==> src/rtl/mvm_pkg.sv <==
// ----------------------------------------------------------------------------
// mvm_pkg
// Shared types and constants for the matrix vector multiply unit.
// ----------------------------------------------------------------------------
package mvm_pkg;

   localparam int MAX_ORDER_DEFAULT = 16;
   localparam int VALUE_W           = 32;
   localparam int FIELD_IDX_W       = 4;
   localparam int SIZE_W            = 5;
   localparam int FRAC_BITS         = 16;
   localparam int PROD_W            = 2 * VALUE_W;
   localparam logic [SIZE_W-1:0] SIZE_RESET = SIZE_W'(16);

   typedef enum logic [1:0] {
      KIND_MATRIX  = 2'd0,
      KIND_VECTOR  = 2'd1,
      KIND_COMPUTE = 2'd2
   } kind_type;

   // load write broadcast to every cell of the chain
   typedef struct packed {
      logic                   mat_we;
      logic                   vec_we;
      logic [FIELD_IDX_W-1:0] row;
      logic [FIELD_IDX_W-1:0] col;
      logic [VALUE_W-1:0]     value;
   } wr_type;

endpackage

==> src/rtl/mvm_cell.sv <==
// ----------------------------------------------------------------------------
// mvm_cell
// One column of the chain: holds x[j] and column j of the matrix, adds
// A[row][j]*x[j] to the partial sum passing through it.
// ----------------------------------------------------------------------------
module mvm_cell #(
   parameter int MAX_ORDER  = mvm_pkg::MAX_ORDER_DEFAULT,
   parameter int CELL_INDEX = 0,
   parameter int IDX_W      = 4,
   parameter int ACC_W      = 69
) (
   input  logic                clock,
   input  logic                reset,
   input  logic                en,
   input  logic                active,
   input  mvm_pkg::wr_type     wr,
   input  logic                in_valid,
   input  logic                in_last,
   input  logic [IDX_W-1:0]    in_row,
   input  logic [ACC_W-1:0]    in_sum,
   output logic                out_valid,
   output logic                out_last,
   output logic [IDX_W-1:0]    out_row,
   output logic [ACC_W-1:0]    out_sum
);

   logic [mvm_pkg::VALUE_W-1:0] col_mem [MAX_ORDER];
   logic [mvm_pkg::VALUE_W-1:0] x_ff;
   logic [mvm_pkg::VALUE_W-1:0] a_rd_ff;
   logic [mvm_pkg::PROD_W-1:0]  prod_ff;
   logic [mvm_pkg::PROD_W-1:0]  prod_in;

   logic                        v1_ff, v2_ff, v3_ff;
   logic                        l1_ff, l2_ff, l3_ff;
   logic [IDX_W-1:0]            r1_ff, r2_ff, r3_ff;
   logic [ACC_W-1:0]            s1_ff, s2_ff, s3_ff;
   logic                        col_hit;
   logic                        row_ok;

   assign col_hit = (int'(wr.col) == CELL_INDEX);
   assign row_ok  = (int'(wr.row) < MAX_ORDER);

   // column store and vector entry
   always_ff @(posedge clock) begin
      if (wr.mat_we && col_hit && row_ok) begin
         col_mem[IDX_W'(wr.row)] <= wr.value;
      end
      if (wr.vec_we && col_hit) begin
         x_ff <= wr.value;
      end
      if (en) begin
         a_rd_ff <= col_mem[in_row];
      end
   end

   // columns beyond the order in use add nothing
   assign prod_in = active ? mvm_pkg::PROD_W'($signed(a_rd_ff) * $signed(x_ff))
                           : '0;

   always_ff @(posedge clock) begin
      if (en) begin
         r1_ff   <= in_row;
         s1_ff   <= in_sum;
         l1_ff   <= in_last;
         prod_ff <= prod_in;
         r2_ff   <= r1_ff;
         s2_ff   <= s1_ff;
         l2_ff   <= l1_ff;
         r3_ff   <= r2_ff;
         s3_ff   <= s2_ff + {{(ACC_W-mvm_pkg::PROD_W){prod_ff[mvm_pkg::PROD_W-1]}},
                             prod_ff};
         l3_ff   <= l2_ff;
      end
   end

   always_ff @(posedge clock) begin
      if (reset) begin
         v1_ff <= 1'b0;
         v2_ff <= 1'b0;
         v3_ff <= 1'b0;
      end else if (en) begin
         v1_ff <= in_valid;
         v2_ff <= v1_ff;
         v3_ff <= v2_ff;
      end
   end

   assign out_valid = v3_ff;
   assign out_last  = l3_ff;
   assign out_row   = r3_ff;
   assign out_sum   = s3_ff;

endmodule

==> config.mk <==
export PLATFORM = sky130hd
export DESIGN_NAME = mvm_cell
export DESIGN_NICKNAME = d
export VERILOG_FILES = /design/src/rtl/mvm_pkg.sv /design/src/rtl/mvm_cell.sv
export SDC_FILE = /design/constraint.sdc
export NUM_CORES = 2
export LEC_CHECK = 0
export BUFFER_PORTS_ARGS = -buffer_cell sky130_fd_sc_hd__buf_2
export CAP_MARGIN = 15
export CORE_MARGIN = 5
export CORE_UTILIZATION = 58
export DETAILED_ROUTE_END_ITERATION = 6
export HOLD_SLACK_MARGIN = 0.12
export PLACE_DENSITY = 0.87
export SETUP_SLACK_MARGIN = 0.4
export SLEW_MARGIN = 40
export SYNTH_ARGS = -nofsm -noshare
export SYNTH_HDL_FRONTEND = slang
export SYNTH_SLANG_ARGS = --single-unit
==> constraint.sdc <==
create_clock -name clock -period 8.32 [get_ports clock]
set_input_delay 0.416 -clock clock [delete_from_list [all_inputs] [get_ports clock]]
set_output_delay 0.416 -clock clock [all_outputs]
set_load 0.005 [all_outputs]
==> metrics.txt <==
post-DR vias/cell 5.892; synth warn 0; port bufs 195; Total Wirelength 186.4 mm; 1st-iter DRT viols 4,985; final net count 7,516; CP Class reg -> reg; ys async rst share 0%; layout cell share with drive strength beyond 1 14.71%; initial antenna violation count 9; clock skew 0.03612 ns; vias in the first global route 48.38k; die height 358.5 um; Max-Slew Margin vs Limit 42.81%; gr usage total 28.67%; Netlist cell types 76; crit end category flop; CTS Buf Count 88; starting density of the core 58.55%; clk sinks 865; dpl hpwl 127.6 mm; status finished with violations; Clk pin slew, worst setup/hold paths 0.08 ns; post-synthesis sequential area ratio 36.84%; failing checks design-rule violations; worst path arrival time 8.46 ns; worst-path fanout max 11; Fillers 7,924; clock buffer depth 3; max cap viols 0; top-area cell type share of the netlist area 36.75%; Chip Width 358.5 um; CP max stage delay 0.60 ns; core region area 120,300 um2; Worst Hold Class in -> reg; Synth Net Count 7,105; EDFF count, synth 862; Top FF cell, synth edfxtp_1; # IOs 196; area leader, netlist edfxtp_1; gr ovfl total 0; drt wl/cell 24.06 um; critical path's slowest cell fa_1; Placed Cells 7,336; fin cells 7,748; H-Tree Depth 3; most numerous cell in the Yosys netlist fa_1; FMAX 0.1253 GHz; CP most frequent cell fa_1; first-pass GRT wire length 279.8 mm; GP Congestion 0.9369; clk root buf clkbuf_16; Area contributors post-synth edfxtp_1 37%, fa_1 31%, inv_1 5.4%; drt drc 2; number of synthesized register bits 865; Setup violations, final 0; clock latency on the worst-skew pair 0.74 ns; Final Max Tran Viols 0; vias 45.65k; Req. time, crit path 8.80 ns; largest net degree at the start of global routing 130; Mean Syn Cell Area 12.47 um2; Final Critical Period 7.984 ns; Final Hold Viols 0; Final Cycle Share 95.96%; post-route ant nets 0; std cell rows 127; worst slew pin tran 0.8578 ns; RSZ-0062 raised after global routing true; Syn Inst Count 5,649; area of the mapped netlist 70,430 um2; DIE AREA 128,500 um2; most frequent cells after synthesis 1,083 x fa_1, 1,005 x inv_1, 862 x edfxtp_1; DRT Pass-1 Iters 7; Startpoint Class flop; Area Overhead vs Synth 13.60%; CTS tree yes; TNS Setup 0 ns
metal layers:
layer | global-route usage [%] | vias up | part of all wire [%]
met5 | 0.07547 | - | 0.044
met1 | 37.90 | 23000 | 36
met4 | 8.475 | 10 | 4.4
met3 | 8.117 | 609 | 12
met2 | 46.96 | 2959 | 47
li1 | - | 19070 | -
sequential cells by signal, summed over array words and instances (netlist names), 4 cells and up:
register  cells
out_row       4
s1_ff        69
r1_ff         4
r2_ff         4
s2_ff        69
out_sum      69
prod_ff      64
x_ff         32
a_rd_ff      32
col_mem     512
path summary, 6_finish.rpt:
check             startpoint     endpoint  slack (ns)  cells after the start
setup / recovery     x_ff[5]  prod_ff[55]        0.34                     26
hold / removal     in_row[0]     r1_ff[0]        0.23                      1
setup reg to reg     x_ff[5]  prod_ff[55]        0.34                     26
hold reg to reg        l2_ff     out_last        0.41                      0
cell families (layout without fill, tap and decap cells):
group / Yosys count / in the layout / synth area share, %
simple gates: 1416 / 1416 / 9.978
fa+ha+maj: 1335 / 1335 / 35.26
buf+inv: 1281 / 1765 / 6.841
flops: 865 / 865 / 36.84
compound gates: 465 / 465 / 4.382
mux: 165 / 165 / 5.187
xor+xnor: 122 / 122 / 1.517
other cells: 0 / 3 / 0
stage by stage:
stage               setup WS, ns  area (um2)  utilization, %  hold WS, ns
finish                    0.3360       80020           66.52       0.2302
global route             0.04879       80010           66.51       0.2699
CTS                       0.3909       78670           65.40       0.2482
detailed placement       0.03927       73910           61.44       0.4045
global placement          0.2644       73880           61.42       0.4006
floorplan                 0.4715       70430               -       0.4003
repair_timing:
item | 4_1_cts | 5_1_grt
hold buffers | 105 | 1
pin swaps | 6 | 90
buffers inserted | 67 | 59
cloned | 0 | 13
endpoints found under the setup margin | 15 | 23
resized for setup | 14 | 118
endpoints found under the hold margin | 618 | 1
placed cells by master, fill, tap and decap left out, types with 14 or more instances in the layout:
master	instances
fa_1	1067
inv_1	995
edfxtp_1	862
nand2_1	559
and2_1	526
ha_1	234
buf_4	230
buf_2	193
mux4_2	160
nor2_1	140
a21oi_1	122
dlygate4sd3_1	106
clkbuf_16	102
a21o_1	84
xnor2_1	79
o21ai_0	65
xor2_1	43
buf_12	33
o21bai_1	29
nand4_1	26
and3_1	24
nor3_1	22
nand2b_1	20
nand3_1	20
a31oi_1	18
buf_6	17
a211oi_1	16
o21a_1	16
fa_2	16
clkbuf_1	16
clkinv_1	15
a21boi_0	14
nor2b_1	14
layout make-up:
cell class	instances	area, um2	area share, %
Tap cell	1612	2017	2.521
Sequential cell	865	25940	32.42
Clock buffer	104	2262	2.827
Multi-Input combinational cell	3503	40210	50.26
Timing Repair Buffer	597	5012	6.264
Antenna cell	3	7.507	0.009382
Inverter	1005	3784	4.729
Clock inverter	59	775.7	0.9695
worst max-delay path, delay by kind of cell, from the launching register on:
kind                       cells  cell delay, ns
buffers and inverters          6            0.84
and+or+nand+nor                5            0.84
adders and majority gates      9            4.20
AOI/OAI and AO/OA              5            1.30
xor gates and xnor gates       1            0.14
DFF                            1            0.39
Power is left out: the tool's default activity adds up to more than one toggle a clock period on the data nets, which glitch-free logic cannot reach.
